### config.mk
export PLATFORM = sky130hd
export DESIGN_NAME = tvg_cordic_cell
export DESIGN_NICKNAME = d
export VERILOG_FILES = /design/src/hw/rtl/tvg_pkg.sv /design/src/hw/rtl/tvg_cordic_cell.sv
export SDC_FILE = /design/constraint.sdc
export NUM_CORES = 1
export LEC_CHECK = 0
export BUFFER_PORTS_ARGS = -buffer_cell sky130_fd_sc_hd__buf_4
export CAP_MARGIN = 5
export CORE_MARGIN = 2
export CORE_UTILIZATION = 50
export CTS_CLUSTER_DIAMETER = 80
export DETAILED_ROUTE_END_ITERATION = 8
export PLACE_DENSITY_LB_ADDON = 0.2
export SLEW_MARGIN = 20
export SYNTH_ARGS = -nofsm -noshare
export SYNTH_HDL_FRONTEND = slang
export SYNTH_SLANG_ARGS = --single-unit
### constraint.sdc
create_clock -name clk -period 5.5 [get_ports clk]
set_input_delay 1.65 -clock clk [delete_from_list [all_inputs] [get_ports clk]]
set_output_delay 1.65 -clock clk [all_outputs]
set_load 0.01 [all_outputs]
### src/hw/rtl/tvg_pkg.sv
`default_nettype none
package tvg_pkg;

	localparam int ANGLE_BITS   = 16;
	localparam int MAX_SEGMENTS = 256;
	localparam int IDX_W        = 9;
	localparam int SEG_W        = 9;
	localparam int RAD_W        = 16;
	localparam int VIDX_W       = 17;
	localparam int DIV_STEPS    = IDX_W + ANGLE_BITS;
	localparam int CORDIC_STEPS = 16;
	localparam int CW           = 32;

	localparam logic signed [CW-1:0] CORDIC_GAIN = 32'sd652032874;

	// arctangent of 2^-i in 2^-32 turns
	localparam logic signed [CW-1:0] ATAN_TURNS [CORDIC_STEPS] = '{
		32'sd536870912, 32'sd316933406, 32'sd167458907, 32'sd85004756,
		32'sd42667331, 32'sd21354465, 32'sd10680350, 32'sd5340245,
		32'sd2670163, 32'sd1335087, 32'sd667544, 32'sd333772,
		32'sd166886, 32'sd83443, 32'sd41722, 32'sd20861
	};

	typedef enum logic [1:0] {
		REG_INNER_RADIUS,
		REG_OUTER_RADIUS,
		REG_SIDE_SEGMENTS,
		REG_RING_SEGMENTS
	} reg_index_t;

	typedef struct packed {
		logic [VIDX_W-1:0] vidx;
		logic              quad;
	} meta_t;

	typedef struct packed {
		logic [IDX_W-1:0]      num;
		logic [SEG_W-1:0]      rem;
		logic [ANGLE_BITS-1:0] q;
	} div_lane_t;

	typedef struct packed {
		div_lane_t ring;
		div_lane_t side;
		meta_t     meta;
	} div_t;

	typedef struct packed {
		logic [1:0]            quad;
		logic signed [CW-1:0]  x;
		logic signed [CW-1:0]  y;
		logic signed [CW-1:0]  z;
	} cord_lane_t;

	typedef struct packed {
		cord_lane_t psi;
		cord_lane_t phi;
		meta_t      meta;
	} cord_t;

	function automatic logic [SEG_W-1:0] eff_segments(input logic [SEG_W-1:0] v);
		if (v == '0) begin
			return SEG_W'(1);
		end else if (v > SEG_W'(MAX_SEGMENTS)) begin
			return SEG_W'(MAX_SEGMENTS);
		end
		return v;
	endfunction

	function automatic cord_lane_t cord_init(input logic [ANGLE_BITS-1:0] a);
		cord_lane_t r;
		r.quad = a[ANGLE_BITS-1 -: 2];
		r.z    = signed'({2'b00, a[ANGLE_BITS-3:0], {(CW-ANGLE_BITS){1'b0}}});
		r.x    = CORDIC_GAIN;
		r.y    = '0;
		return r;
	endfunction

	// round half up to Q1.14 and clamp to +-1.0
	function automatic logic signed [15:0] q14_of(input logic signed [CW-1:0] v);
		logic signed [CW:0] r;
		r = (CW+1)'(v) + 33'sd32768;
		r = r >>> 16;
		if (r > 33'sd16384) begin
			return 16'sd16384;
		end else if (r < -33'sd16384) begin
			return -16'sd16384;
		end
		return signed'(r[15:0]);
	endfunction

endpackage
`default_nettype wire

### src/hw/rtl/tvg_cordic_cell.sv
`default_nettype none
module tvg_cordic_cell #(
	parameter int STEP = 0
) (
	input  wire logic            clk,
	input  wire logic            arst_n,
	input  wire logic            up_valid,
	output logic                 up_ready,
	input  wire tvg_pkg::cord_t  up_data,
	output logic                 dn_valid,
	input  wire logic            dn_ready,
	output tvg_pkg::cord_t       dn_data
);

	function automatic tvg_pkg::cord_lane_t rotate(input tvg_pkg::cord_lane_t l);
		logic signed [tvg_pkg::CW-1:0] dx;
		logic signed [tvg_pkg::CW-1:0] dy;
		tvg_pkg::cord_lane_t r;
		dx = l.y >>> STEP;
		dy = l.x >>> STEP;
		r.quad = l.quad;
		if (!l.z[tvg_pkg::CW-1]) begin
			r.x = l.x - dx;
			r.y = l.y + dy;
			r.z = l.z - tvg_pkg::ATAN_TURNS[STEP];
		end else begin
			r.x = l.x + dx;
			r.y = l.y - dy;
			r.z = l.z + tvg_pkg::ATAN_TURNS[STEP];
		end
		return r;
	endfunction

	logic           valid_q;
	tvg_pkg::cord_t data_q;

	assign up_ready = !valid_q || dn_ready;
	assign dn_valid = valid_q;
	assign dn_data  = data_q;

	always_ff @(posedge clk or negedge arst_n) begin
		if (!arst_n) begin
			valid_q <= 1'b0;
		end else if (up_ready) begin
			valid_q <= up_valid;
		end
	end

	always_ff @(posedge clk) begin
		if (up_ready && up_valid) begin
			data_q.psi  <= rotate(up_data.psi);
			data_q.phi  <= rotate(up_data.phi);
			data_q.meta <= up_data.meta;
		end
	end

endmodule
`default_nettype wire

==> impl_metrics.tcl <==
set metrics [dict create \
    outcome "completed" \
    relSlewSlack_pct 38.8 \
    worst_pin_slew_ns 0.918 \
    synth-seq-cells 213 \
    track_usage_pct 31.1 \
    fmax_mhz 225 \
    slew_viol_final 0 \
    die-height_um 189 \
    worstPathRequired_ns 5.78 \
    num_vias 15900 \
    fin_crit_ns 4.45 \
    cp-end-kind "flip-flop" \
    ant_nets 0 \
    syn_nets 2257 \
    numCtsBuffers 25 \
    synth_top_area_share_pct 37.3 \
    p_total_mw 5.54 \
    antenna_found_initial 7 \
    hold_class "flip-flop to flip-flop" \
    synthTopCellsByArea "edfxtp_1 (37%), ha_1 (14%), a21oi_1 (6.3%), xnor2_1 (5.7%), inv_1 (4.3%)" \
    ios 434 \
    skew_ns 0.00867 \
    cts_tree "built" \
    drtIter0Drc 1645 \
    setup_viol 0 \
    io_buffers 433 \
    cts.clk_slew.worst_paths_ns 0.06 \
    preCtsSetupSlack_ns 0.600 \
    worstSetupPathType "primary input to flip-flop" \
    drive_gt1_share_pct 23.5 \
    r2r_slack_ns 3.18 \
    cap_violations 0 \
    stdcell_count 2709 \
    start_util_pct 50.8 \
    rsz0062_at_grt "false" \
    die-area_sq_mm 0.0356 \
    first_pass_iters 6 \
    wire_per_inst_um 21.2 \
    wl_mm 57.4 \
    syn_inst 1843 \
    ys_types 80 \
    yosysTopAreaCell "edfxtp_1" \
    grt_pass1_wl_mm 87.0 \
    post-cts-setup-buffers 0 \
    async_flop_share_pct 0.469 \
    finalNetCount 2650 \
    ctsHtreeMaxLevel 1 \
    ys_seq_area_share_pct 37.4 \
    worstSetupStartpointType "primary input" \
    die_x_um 189 \
    cts_num_sinks 213 \
    power.density_mw_per_mm2 258 \
    drc 0 \
    grt_max_degree 82 \
    core-area_sq_mm 0.0336 \
    synth_top_cells_by_count "a21oi_1 (216), edfxtp_1 (212), inv_1 (195), ha_1 (188), nor2_1 (149)" \
    grt_pass1_vias 15400 \
    syn2layout_area_growth_pct 25.9 \
    clk_latency_ns 0.55 \
    cp_max_fo 9 \
    avgSynthCellArea_sq_um 9.26 \
    hold_viol_final 0 \
    min_period_over_period_pct 80.8 \
    cp_data_arrival_time_ns 4.72 \
    synthMostInstantiatedCell "a21oi_1" \
    cts.repair.resized 0 \
    dp_cells 2657 \
    viasPerCell 5.85 \
    ys.flop_type "edfxtp_1" \
    synth_warnings 0 \
    clockRootBuffer "clkbuf_16" \
    place.gp.congestion 0.974 \
    syn_area_sq_mm 0.0171 \
    rows 67 \
    leakage_nw 9.46 \
    grt_overflow 0 \
    ctsHoldBuffers 0 \
    synth_enable_flop_cells 212 \
    fillers 2733 \
    place_hpwl_mm 45.6 \
    setup_slack_ns 1.05 \
    max-vdd-ir-drop_mv 0.236 \
    clockBufferDepth 3 \
    setup_tns_ns 0 \
]
sequential cells by signal, summed over array words and instances, names as in the netlist:
name	cells
dn_data	212
dn_valid	1
cell usage in the layout, fill, tap and decap left out, drive strengths merged, types with 21 or more instances in the layout:
master  synthesis  routed
edfxtp        212     212
xnor2         112     112
a21oi         217     217
nand4          22      22
o21ai         118     118
a21o           33      33
nor2          150     150
o21bai         39      39
nor3           37      37
buf            41     449
mux2i          25      25
a31oi          26      26
nand3          21      21
o31ai          27      27
ha            188     188
inv           199     204
clkbuf         42      26
nand2          82      82
where the power goes:
group | switching (mW) | leakage (nW) | internal [mW] | total (mW)
clock network | 0.714 | 0.408 | 0.945 | 1.66
logic | 1.07 | 7.02 | 0.749 | 1.82
registers | 0.0554 | 2.03 | 2.01 | 2.07
worst max-delay path, stage by stage:
cell and delay, ns:
buf_4 0.09, inv_1 0.04, ha_1 0.42, inv_1 0.18
o31ai_2 0.42, a221oi_1 0.16, buf_4 0.19, o31ai_2 0.36
a221oi_2 0.18, o31ai_1 0.45, nor3b_1 0.27, o22ai_1 0.14
xnor2_1 0.17
path summary, 6_finish.rpt:
| kind | start | to | cells past startpoint |
|---|---|---|---|
| max in group asynchronous | arst_n | dn_valid$_DFFE_PN0N_ | 1 |
| hold reg to reg | dn_valid$_DFFE_PN0N_ | dn_valid$_DFFE_PN0N_ | 2 |
| min in group asynchronous | arst_n | dn_valid$_DFFE_PN0N_ | 1 |
| setup reg to reg | dn_valid$_DFFE_PN0N_ | dn_data[24]$_DFFE_PP_ | 3 |
| hold / removal | dn_valid$_DFFE_PN0N_ | dn_valid$_DFFE_PN0N_ | 2 |
| setup / recovery | up_data[52] | dn_data[75]$_DFFE_PP_ | 13 |
cells by family after synthesis:
| group | count (synthesis) | synth area share (%) |
|---|---|---|
| AO/OA/AOI/OAI | 597 | 22.5 |
| AND/OR/NAND/NOR | 402 | 11.1 |
| buffers and inverters | 289 | 6.60 |
| flip-flops | 213 | 37.4 |
| adder cells (fa/ha/maj) | 196 | 14.7 |
| XOR/XNOR | 121 | 6.21 |
| multiplexers | 25 | 1.47 |
cell type report:
type | count | area, sq um | area share, %
clock buffer | 26 | 629 | 2.93
timing repair buffer | 449 | 3380 | 15.7
antenna | 6 | 15.0 | 0.0698
sequential | 213 | 6390 | 29.7
multi-input combinational | 1341 | 9560 | 44.4
clock inverter | 20 | 193 | 0.896
inverter | 206 | 773 | 3.60
tap | 448 | 561 | 2.61
stage by stage:
stage	util (%)	hold slack (ns)	area (sq um)
6_report	64.0	0.609	21500
5_1_grt	64.0	0.628	21500
4_1_cts	63.9	0.609	21500
3_5_place_dp	61.5	0.595	20700
3_3_place_gp	61.5	0.538	20700
2_1_floorplan	-	0.622	17100
per-layer routing:
metal	track usage [%]	up-vias	share of wire, %
met5	0	-	0.017
met2	54.2	802	49
met4	12.9	2	4.1
met1	38.3	7518	39
li1	-	7392	-
met3	4.90	138	7.5
No activity file was read; power rests on OpenSTA's default activity.
