File: src/hw/rtl/tvg_pkg.sv
`default_nettype none
package tvg_pkg;

	localparam int ANGLE_BITS   = 16;
	localparam int MAX_SEGMENTS = 256;
	localparam int IDX_W        = 9;
	localparam int SEG_W        = 9;
	localparam int RAD_W        = 16;
	localparam int VIDX_W       = 17;
	localparam int DIV_STEPS    = IDX_W + ANGLE_BITS;
	localparam int CORDIC_STEPS = 16;
	localparam int CW           = 32;

	localparam logic signed [CW-1:0] CORDIC_GAIN = 32'sd652032874;

	// arctangent of 2^-i in 2^-32 turns
	localparam logic signed [CW-1:0] ATAN_TURNS [CORDIC_STEPS] = '{
		32'sd536870912, 32'sd316933406, 32'sd167458907, 32'sd85004756,
		32'sd42667331, 32'sd21354465, 32'sd10680350, 32'sd5340245,
		32'sd2670163, 32'sd1335087, 32'sd667544, 32'sd333772,
		32'sd166886, 32'sd83443, 32'sd41722, 32'sd20861
	};

	typedef enum logic [1:0] {
		REG_INNER_RADIUS,
		REG_OUTER_RADIUS,
		REG_SIDE_SEGMENTS,
		REG_RING_SEGMENTS
	} reg_index_t;

	typedef struct packed {
		logic [VIDX_W-1:0] vidx;
		logic              quad;
	} meta_t;

	typedef struct packed {
		logic [IDX_W-1:0]      num;
		logic [SEG_W-1:0]      rem;
		logic [ANGLE_BITS-1:0] q;
	} div_lane_t;

	typedef struct packed {
		div_lane_t ring;
		div_lane_t side;
		meta_t     meta;
	} div_t;

	typedef struct packed {
		logic [1:0]            quad;
		logic signed [CW-1:0]  x;
		logic signed [CW-1:0]  y;
		logic signed [CW-1:0]  z;
	} cord_lane_t;

	typedef struct packed {
		cord_lane_t psi;
		cord_lane_t phi;
		meta_t      meta;
	} cord_t;

	function automatic logic [SEG_W-1:0] eff_segments(input logic [SEG_W-1:0] v);
		if (v == '0) begin
			return SEG_W'(1);
		end else if (v > SEG_W'(MAX_SEGMENTS)) begin
			return SEG_W'(MAX_SEGMENTS);
		end
		return v;
	endfunction

	function automatic cord_lane_t cord_init(input logic [ANGLE_BITS-1:0] a);
		cord_lane_t r;
		r.quad = a[ANGLE_BITS-1 -: 2];
		r.z    = signed'({2'b00, a[ANGLE_BITS-3:0], {(CW-ANGLE_BITS){1'b0}}});
		r.x    = CORDIC_GAIN;
		r.y    = '0;
		return r;
	endfunction

	// round half up to Q1.14 and clamp to +-1.0
	function automatic logic signed [15:0] q14_of(input logic signed [CW-1:0] v);
		logic signed [CW:0] r;
		r = (CW+1)'(v) + 33'sd32768;
		r = r >>> 16;
		if (r > 33'sd16384) begin
			return 16'sd16384;
		end else if (r < -33'sd16384) begin
			return -16'sd16384;
		end
		return signed'(r[15:0]);
	endfunction

endpackage
`default_nettype wire

File: src/hw/rtl/tvg_div_cell.sv
`default_nettype none
module tvg_div_cell (
	input  wire logic                        clk,
	input  wire logic                        arst_n,
	input  wire logic [tvg_pkg::SEG_W-1:0]   ring_seg,
	input  wire logic [tvg_pkg::SEG_W-1:0]   side_seg,
	input  wire logic                        up_valid,
	output logic                             up_ready,
	input  wire tvg_pkg::div_t               up_data,
	output logic                             dn_valid,
	input  wire logic                        dn_ready,
	output tvg_pkg::div_t                    dn_data
);

	// one quotient bit of a restoring long division
	function automatic tvg_pkg::div_lane_t step(input tvg_pkg::div_lane_t l,
		input logic [tvg_pkg::SEG_W-1:0] seg);
		logic [tvg_pkg::SEG_W:0] trial;
		tvg_pkg::div_lane_t r;
		trial = {l.rem, l.num[tvg_pkg::IDX_W-1]};
		r.num = {l.num[tvg_pkg::IDX_W-2:0], 1'b0};
		if (trial >= {1'b0, seg}) begin
			r.rem = tvg_pkg::SEG_W'(trial - {1'b0, seg});
			r.q   = {l.q[tvg_pkg::ANGLE_BITS-2:0], 1'b1};
		end else begin
			r.rem = trial[tvg_pkg::SEG_W-1:0];
			r.q   = {l.q[tvg_pkg::ANGLE_BITS-2:0], 1'b0};
		end
		return r;
	endfunction

	logic          valid_q;
	tvg_pkg::div_t data_q;

	assign up_ready = !valid_q || dn_ready;
	assign dn_valid = valid_q;
	assign dn_data  = data_q;

	always_ff @(posedge clk or negedge arst_n) begin
		if (!arst_n) begin
			valid_q <= 1'b0;
		end else if (up_ready) begin
			valid_q <= up_valid;
		end
	end

	always_ff @(posedge clk) begin
		if (up_ready && up_valid) begin
			data_q.ring <= step(up_data.ring, ring_seg);
			data_q.side <= step(up_data.side, side_seg);
			data_q.meta <= up_data.meta;
		end
	end

endmodule
`default_nettype wire

File: config.mk
export PLATFORM = sky130hd
export DESIGN_NAME = tvg_div_cell
export DESIGN_NICKNAME = d
export VERILOG_FILES = /design/src/hw/rtl/tvg_pkg.sv /design/src/hw/rtl/tvg_div_cell.sv
export SDC_FILE = /design/constraint.sdc
export NUM_CORES = 1
export LEC_CHECK = 0
export BUFFER_PORTS_ARGS = -buffer_cell sky130_fd_sc_hd__buf_2
export CORE_MARGIN = 1.5
export CORE_UTILIZATION = 48
export DETAILED_ROUTE_END_ITERATION = 16
export PLACE_DENSITY = 0.85
export SYNTH_ARGS = -nofsm -noshare
export SYNTH_HDL_FRONTEND = slang
export SYNTH_SLANG_ARGS = --single-unit
File: constraint.sdc
create_clock -name clk -period 8.3 [get_ports clk]
set_input_delay 1.66 -clock clk [delete_from_list [all_inputs] [get_ports clk]]
set_output_delay 1.66 -clock clk [all_outputs]
set_load 0.01 [all_outputs]
==> results.py, run 1 <==
metrics = {
    "worst_setup_path": {
        "r2r_end": "dn_data[70]",
        "rr_startpoint": "dn_valid",
        "cp.arrival_ps": 3900,
        "crit_type": "in2reg",
        "reg2reg_depth": 2,
        "endpoint_kind": "flip-flop",
        "critPathMaxFanout": 16,
        "cp.required_ps": 8400,
        "crit_family": "compound AO/OA/AOI/OAI gates",
        "critPathLaunchType": "input pin",
        "path_cells": "buf_2, inv_1, ha_1, inv_1, fa_1, a211oi_2, o21ai_1, a211oi_4, mux2_2",
        "cpPeakStageDelay_ps": 620,
        "path_buf_inv": 3,
        "rrSetupSlack_ps": 6510,
        "cp_slowest_cell": "a211oi_4",
        "crit_top_cell": "inv_1",
    },
    "cells_and_area": {
        "final.fill_count": 541,
        "fin_nets": 562,
        "seq_area_um2": 2550,
        "areaGrowthSynthToFinish_pct": 35.0,
        "post-route-util_pct": 67.2,
        "multi_input_area_um2": 975,
        "drive_above_1_share_pct": 51.3,
        "fin_area_um2": 4900,
    },
    "worst_hold_path": {
        "whs_path_depth": 2,
        "hold_start": "dn_valid",
        "hp-class": "reg2reg",
        "holdPathEnd": "dn_valid",
    },
    "power": {
        "seq_power_share_pct": 52.9,
        "power_leakage_uw": 0.00219,
        "p_total_uw": 976,
        "internal_power_uw": 724,
        "pwr-share-clk_pct": 30.7,
        "switchingPower_uw": 252,
        "swShare_pct": 25.9,
        "p_per_area_nw_per_um2": 199,
        "power.ir.vdd_worst_v": 0.0000879,
        "power_frac_comb_pct": 16.4,
    },
    "logic_synthesis": {
        "synth_xor_area_share_pct": 2.41,
        "yosys_warnings": 0,
        "synthAdderAreaFrac_pct": 7.30,
        "synth_top_family_by_area": "compound AO/OA/AOI/OAI gates",
        "yosysTopAreaCellShare_pct": 69.4,
        "avgSynthCellArea_um2": 15.5,
        "synth_top_area_cell": "edfxtp_1",
        "synth-seq-cells": 85,
        "syn_inst": 234,
        "synth_area_leaders": "edfxtp_1 69%, ha_1 6.2%, inv_1 2.5%",
        "syn_area_um2": 3630,
        "synth-compound-area-share_pct": 9.13,
        "synth-simple-area-share_pct": 4.55,
        "ys_seq_area_share_pct": 70.1,
        "synth_mux_area_share_pct": 3.17,
        "yosysUniqueCellTypes": 42,
    },
    "cts": {
        "post_cts_buffers": 0,
        "cts-root-buf": "clkbuf_8",
        "cts-hold-fix-buffers": 0,
        "clk_pin_slew_ps": 90,
        "cts_tree": "built",
        "clk_latency_ps": 350,
        "cts_sinks": 85,
        "cts_buffers": 9,
        "h-tree-depth": 3,
        "post_cts_resized": 0,
        "cts_max_path_buffers": 2,
    },
    "timing": {
        "max_freq_ghz": 0.263,
        "slew_violations": 0,
        "period_minus_slack_ps": 3800,
        "hold_viol_final": 0,
        "period_share_pct": 45.7,
        "tightest_slew_ps": 1070,
        "skew_ps": 7.77,
        "slew_headroom_pct": 29.0,
        "finalSetupViolations": 0,
        "rsz0062_at_grt": "no",
        "worst_slack_ps": 4500,
        "finalSetupTns_ps": 0,
    },
    "place": {
        "preCtsSetupSlack_ps": 4130,
        "dp_hpwl_um": 6800,
        "postPlaceCellArea_um2": 4700,
        "numPortBuffers": 191,
        "gp_congestion": 0.852,
    },
    "status": {
        "outcome": "complete, no violations",
    },
    "detailed_routing": {
        "antenna_left": 0,
        "drt_pass1_iterations": 4,
        "wl_per_cell_um": 17.0,
        "drt_iter0_markers": 150,
        "routed_wirelength_um": 9170,
        "viasPerCell": 5.00,
        "drc": 0,
        "vias": 2702,
    },
    "die": {
        "fp.dieArea_um2": 8100,
        "dieWidth_um": 90.0,
        "start_util_pct": 49.8,
        "coreArea_um2": 7290,
        "fp-row-count": 31,
        "die_h_um": 90.0,
        "ios": 196,
    },
    "flow_run": {
        "maxCapViolations": 0,
    },
    "global_route": {
        "grt-ovfl-total": 0,
        "grt_use_total_pct": 22.6,
        "antenna_found_initial": 2,
        "grt_pass1_vias": 2624,
        "grt_pass1_wl_um": 13700,
        "grt_max_degree": 85,
    },
}
[synthesized netlist by cell type, drive strengths merged]
cell and count:
o2111a 1, and3 1, o21a 2, nand2b 6, xnor2 7, a31oi 1
edfxtp 84, nand2 12, dfrtp 1, a211oi 5, o2111ai 1, o31ai 4
inv 25, nand4 1, a21o 3, mux2i 1, nor2 9, a221oi 1
ha 18, nand3 1, xor2 3, a2111o 1, conb 1, and4 2
a211o 1, o211ai 3, mux2 9, o21ai 11, and2 1, nor3 1
a21oi 12, buf 3, fa 2
[through the flow]
stage / hold WS, ps / cells
2_1_floorplan: 622 / 235
3_3_place_gp: 520 / 522
3_5_place_dp: 534 / 522
4_1_cts: 561 / 538
5_1_grt: 610 / 540
6_report: 567 / 540
[how the worst max path moves through the flow]
stage / start / to / slack (ps) / depth (start not counted)
after floorplan: dn_ready / dn_data[0] / 4020 / 2
after global placement: up_data[85] / dn_data[69] / 4180 / 9
after detailed placement: up_data[85] / dn_data[76] / 4130 / 10
after CTS: up_data[85] / dn_data[76] / 4530 / 10
after global routing: up_data[85] / dn_data[76] / 4350 / 10
final: up_data[85] / dn_data[69] / 4500 / 9
[worst register-to-register path, stage by stage, from the launching register on]
cell and delay, ps:
dfrtp_1 380, nand2b_1 120, and2_4 880
[cells in the final DEF, fill, tap and decap left out, drive strengths merged, types with 2 or more instances in the layout]
| master | count |
|---|---|
| inv | 28 |
| buf | 191 |
| edfxtp | 84 |
| o31ai | 4 |
| o211ai | 3 |
| xor2 | 3 |
| o21ai | 11 |
| nor2 | 9 |
| clkinvlp | 3 |
| a21o | 3 |
| nand2b | 6 |
| conb | 2 |
| nand2 | 12 |
| a211oi | 5 |
| diode | 2 |
| ha | 18 |
| a21oi | 12 |
| fa | 2 |
| clkbuf | 9 |
| and4 | 2 |
| mux2 | 9 |
| xnor2 | 7 |
| o21a | 2 |
[cell families after synthesis]
| logic type | after synthesis |
|---|---|
| flops | 85 |
| compound gates | 46 |
| simple gates | 34 |
| buf+inv | 28 |
| mux | 10 |
| fa+ha+maj | 20 |
| xor+xnor | 10 |
| other cells | 1 |
[final cells by class]
type / instances / share of cell area, %
clock inverter: 7 / 1.61
sequential: 85 / 52.0
multi-input combinational: 122 / 19.9
clock buffer: 9 / 2.53
antenna: 2 / 0.102
timing repair buffer: 191 / 19.5
inverter: 25 / 1.91
tap: 99 / 2.53
[power by group through the flow]
stage               registers [uW]  clock network [uW]  logic, uW
global route                   518                 321        175
global placement               524                   0        154
CTS                            516                 306        160
finish                         516                 300        160
detailed placement             525                   0        159
floorplan                      542                   0       76.5
[per-layer routing]
metal,global-route usage (%),vias to the layer above,wire (um)
li1,-,1272,-
met1,25.4,1266,3450
met2,38.4,134,4690
met3,6.43,30,642
met4,13.4,0,380
met5,0,-,0
[registers in the layout, indices dropped and copies added, names as in the netlist]
register and flops:
dn_data 84, dn_valid 1
Power figures use the tool's default switching activity.
==> run 2: changes to the inputs <==
- CORE_UTILIZATION: 48 -> 40
- PLACE_DENSITY: 0.85 -> 0.76
- clock period: 8.3 -> 3.32 ns (I/O delays scaled with it)
==> results.py, run 2 (synthesized netlist as in run 1, its figures left out) <==
metrics = {
    "cts": {
        "cts_max_path_buffers": 2,
        "h-tree-depth": 3,
        "post_cts_buffers": 0,
        "post_cts_resized": 0,
        "cts_sinks": 85,
        "cts-root-buf": "clkbuf_8",
        "clk_pin_slew_ps": 90,
        "cts_tree": "built",
        "cts_buffers": 9,
        "cts-hold-fix-buffers": 0,
        "clk_latency_ps": 340,
    },
    "cells_and_area": {
        "final_cell_mix": "191 x buf_2, 84 x edfxtp_1, 24 x inv_1, 18 x ha_1, 12 x nand2_1",
        "final.fill_count": 761,
        "largest_reg_flops": 84,
        "areaGrowthSynthToFinish_pct": 36.5,
        "diodes": 0,
        "multi_input_area_um2": 975,
        "final_common_cell": "buf_2",
        "seq_area_um2": 2550,
        "fin_nets": 564,
        "drive_above_1_share_pct": 51.2,
    },
    "power": {
        "p_total_uw": 2500,
        "power.ir.vdd_worst_v": 0.000174,
        "power_leakage_uw": 0.00221,
        "p_per_area_nw_per_um2": 505,
    },
    "global_route": {
        "grt-ovfl-total": 0,
        "grt_max_degree": 60,
        "grt_use_total_pct": 17.5,
        "grt_pass1_wl_um": 13000,
        "grt_pass1_vias": 2690,
        "antenna_found_initial": 0,
    },
    "detailed_routing": {
        "drt_iter0_markers": 114,
        "vias": 2649,
        "wl_per_cell_um": 15.6,
        "viasPerCell": 4.83,
        "antenna_left": 0,
        "drt_pass1_iterations": 4,
        "routed_wirelength_um": 8580,
        "drc": 0,
    },
    "place": {
        "gp_congestion": 0.811,
        "dp_hpwl_um": 6590,
        "numPortBuffers": 191,
    },
    "timing": {
        "finalSetupTns_ps": 0,
        "skew_ps": 9.20,
        "period_minus_slack_ps": 2590,
        "finalSetupViolations": 0,
        "slew_headroom_pct": 64.1,
        "hold_slack_ps": 69.6,
        "hold_viol_final": 0,
        "tightest_slew_ps": 538,
        "rsz0062_at_grt": "no",
        "slew_violations": 0,
        "period_share_pct": 78.0,
        "max_freq_ghz": 0.386,
    },
    "worst_hold_path": {
        "hp-class": "in2async",
    },
    "die": {
        "ios": 196,
        "fp.dieArea_um2": 9660,
        "dieWidth_um": 98.3,
        "start_util_pct": 41.4,
        "fp-row-count": 34,
        "coreArea_um2": 8760,
        "die_h_um": 98.3,
    },
    "worst_setup_path": {
        "critPathLaunchType": "input pin",
        "endpoint_kind": "flip-flop",
        "cp.required_ps": 3420,
        "critPathMaxFanout": 7,
        "crit_type": "in2reg",
        "cp.arrival_ps": 2690,
    },
    "status": {
        "outcome": "complete, no violations",
    },
    "flow_run": {
        "maxCapViolations": 0,
    },
}
## run 2: cell count changes in the layout (fill, tap and decap cells not counted), sizes merged
| cell | change |
|---|---|
| diode | -2 |
| inv | -1 |
| clkbuf | +1 |
| clkinvlp | -1 |
| buf | +2 |
| bufinv | +1 |
## run 2: area by class of cell
type | instances | share of cell area (%)
clock buffers | 10 | 2.57
clock inverters | 6 | 1.92
well taps | 108 | 2.73
flip-flops and latches | 85 | 51.4
multi-input cells | 122 | 19.7
inverters | 25 | 1.89
repair buffers | 193 | 19.8
## run 2: per-stage QoR
stage	utilization [%]	instances	cell area [um2]	setup WS, ps
final	56.6	549	4960	732
after global routing	56.6	549	4960	628
after CTS	56.6	549	4960	760
after detailed placement	54.0	533	4730	374
after global placement	54.0	533	4730	430
after floorplan	-	235	3640	33.8
## run 2: per-layer routing
| layer | vias to the layer above | routed length, um | global-route usage [%] |
|---|---|---|---|
| met4 | 0 | 189 | 7.37 |
| met3 | 16 | 585 | 4.37 |
| li1 | 1278 | - | - |
| met1 | 1242 | 3330 | 19.7 |
| met5 | - | 0 | 0 |
| met2 | 113 | 4470 | 31.4 |
## run 2: worst paths after layout
| check | cells after the start | endpoint | slack (ps) | startpoint |
|---|---|---|---|---|
| max | 10 | dn_data[76] | 730 | up_data[85] |
| min | 1 | dn_valid | 70 | arst_n |
| min reg2reg | 2 | dn_valid | 570 | dn_valid |
| max reg2reg | 3 | dn_data[30] | 1690 | dn_valid |
| min in group clk | 1 | dn_data[49] | 480 | up_data[48] |
| max in group asynchronous | 1 | dn_valid | 3170 | arst_n |
## run 2: worst max-delay path, stage by stage
cell	delay, ps
buf_2	110
inv_1	50
ha_1	150
inv_1	70
fa_1	430
a211oi_2	240
o21ai_1	190
a211oi_4	420
inv_2	70
mux2_4	300
## run 2: power by group
part	total, uW	internal (uW)	switching, uW
Sequential	1290	1270	16.4
Combinational	404	186	218
Clock	810	432	378
Total	2500	1890	612
==> run 3: changes to the inputs <==
- clock period: 3.32 -> 2.3 ns (I/O delays scaled with it)
==> results.py, run 3 (synthesized netlist as in run 1, its figures left out) <==
metrics = {
    "worst_hold_path": {
        "hold_start": "up_data[77]",
        "whs_path_depth": 1,
        "holdPathEnd": "dn_data[78]",
        "hp-class": "in2reg",
    },
    "cts": {
        "clk_latency_ps": 340,
        "cts_buffers": 9,
        "cts_max_path_buffers": 2,
        "cts_sinks": 85,
        "clk_pin_slew_ps": 90,
        "h-tree-depth": 3,
        "cts_tree": "built",
        "post_cts_resized": 0,
        "cts-root-buf": "clkbuf_8",
    },
    "power": {
        "power_leakage_uw": 0.00232,
        "seq_power_share_pct": 52.2,
        "internal_power_uw": 2660,
        "switchingPower_uw": 897,
        "pwr-share-clk_pct": 29.8,
        "swShare_pct": 25.2,
        "power.ir.vdd_worst_v": 0.000292,
        "power_frac_comb_pct": 18.0,
        "p_per_area_nw_per_um2": 692,
    },
    "worst_setup_path": {
        "critPathLaunchType": "input pin",
        "reg2reg_depth": 3,
        "cp.arrival_ps": 2200,
        "cpPeakStageDelay_ps": 350,
        "path_cells": "buf_2, inv_1, ha_1, inv_1, fa_2, a21oi_2, nor2_1, o31ai_2, o21ai_2, mux2_2",
        "endpoint_kind": "flip-flop",
        "r2r_end": "dn_data[37]",
        "path_buf_inv": 3,
        "rr_startpoint": "dn_valid",
        "crit_type": "in2reg",
        "critPathMaxFanout": 9,
        "crit_top_cell": "inv_1",
        "cp_slowest_cell": "fa_2",
        "crit_family": "compound AO/OA/AOI/OAI gates",
        "rrSetupSlack_ps": 820,
        "cp.required_ps": 2400,
    },
    "die": {
        "dieWidth_um": 98.3,
        "fp-row-count": 34,
        "fp.dieArea_um2": 9660,
        "ios": 196,
        "die_h_um": 98.3,
        "start_util_pct": 41.4,
        "coreArea_um2": 8760,
    },
    "detailed_routing": {
        "drt_iter0_markers": 73,
        "wl_per_cell_um": 14.9,
        "viasPerCell": 4.78,
        "antenna_left": 0,
        "drt_pass1_iterations": 6,
        "routed_wirelength_um": 8530,
        "vias": 2741,
        "drc": 0,
    },
    "cells_and_area": {
        "fin_area_um2": 5140,
        "fin_nets": 588,
        "drive_above_1_share_pct": 54.2,
        "final_common_cell": "buf_2",
        "largest_reg_flops": 84,
        "final.fill_count": 706,
        "diodes": 0,
        "post-route-util_pct": 58.6,
        "areaGrowthSynthToFinish_pct": 41.4,
        "final_cell_mix": "191 x buf_2, 84 x edfxtp_1, 24 x inv_1, 23 x buf_4, 18 x ha_1",
    },
    "place": {
        "numPortBuffers": 191,
        "postPlaceCellArea_um2": 4930,
        "gp_congestion": 0.817,
        "dp_hpwl_um": 6690,
    },
    "timing": {
        "slew_headroom_pct": 66.0,
        "period_share_pct": 91.4,
        "hold_slack_ps": 282,
        "slew_violations": 0,
        "rsz0062_at_grt": "no",
        "finalSetupViolations": 0,
        "period_minus_slack_ps": 2100,
        "skew_ps": 12.2,
        "tightest_slew_ps": 510,
        "hold_viol_final": 0,
        "max_freq_ghz": 0.476,
    },
    "status": {
        "outcome": "complete, no violations",
    },
    "global_route": {
        "grt_pass1_wl_um": 13000,
        "antenna_found_initial": 0,
        "grt_max_degree": 28,
        "grt-ovfl-total": 0,
        "grt_pass1_vias": 2765,
        "grt_use_total_pct": 17.3,
    },
    "flow_run": {
        "maxCapViolations": 0,
    },
}
## run 3: per-layer routing
layer	wire (um)	vias up	GRT usage, %
met2	4430	116	32.0
met4	177	0	7.48
met3	586	15	3.51
met1	3340	1286	19.1
met5	0	-	0
li1	-	1324	-
## run 3: layout make-up
class | instances | area (um2) | area share [%]
sequential | 85 | 2550 | 49.6
timing repair buffer | 217 | 1180 | 22.9
multi-input combinational | 122 | 983 | 19.1
tap | 108 | 135 | 2.63
clock buffer | 10 | 128 | 2.48
inverter | 25 | 93.8 | 1.83
clock inverter | 6 | 71.3 | 1.39
## run 3: repair_timing
item                                   CTS  global route
setup buffers                            0             0
endpoints found under the hold margin    1             0
hold buffers                             1             0
## run 3: worst max path at each step
stage                      startpoint           to  slack, ps  cells past startpoint
after global routing      up_data[51]  dn_data[39]         70                     10
after global placement    up_data[51]  dn_data[35]       -140                     10
final                     up_data[51]  dn_data[36]        200                     10
after detailed placement  up_data[51]  dn_data[36]       -200                     10
after floorplan           up_data[85]  dn_data[69]         20                      8
after CTS                 up_data[51]  dn_data[36]        190                     10
## run 3: power by group through the flow
stage | sequential (uW) | combinational, uW | clock, uW
after floorplan | 1950 | 279 | 0
after global placement | 1890 | 624 | 0
after detailed placement | 1890 | 644 | 0
after CTS | 1860 | 647 | 1100
after global routing | 1870 | 702 | 1140
final | 1860 | 640 | 1060
## run 3: worst register-to-register path: stages, from the launching register on
cell,delay [ps]
dfrtp_1,400
nand2b_1,120
and2_4,400
buf_4,270
## run 3: through the flow
| stage | worst slack (ps) | total power [uW] | TNS [ps] | instances |
|---|---|---|---|---|
| 5_1_grt | 67.3 | 3710 | 0 | 573 |
| 4_1_cts | 191 | 3600 | 0 | 573 |
| 6_report | 197 | 3560 | 0 | 573 |
| 2_1_floorplan | 19.3 | 2230 | 0 | 235 |
| 3_5_place_dp | -202 | 2540 | -2480 | 556 |
| 3_3_place_gp | -141 | 2510 | -1470 | 556 |
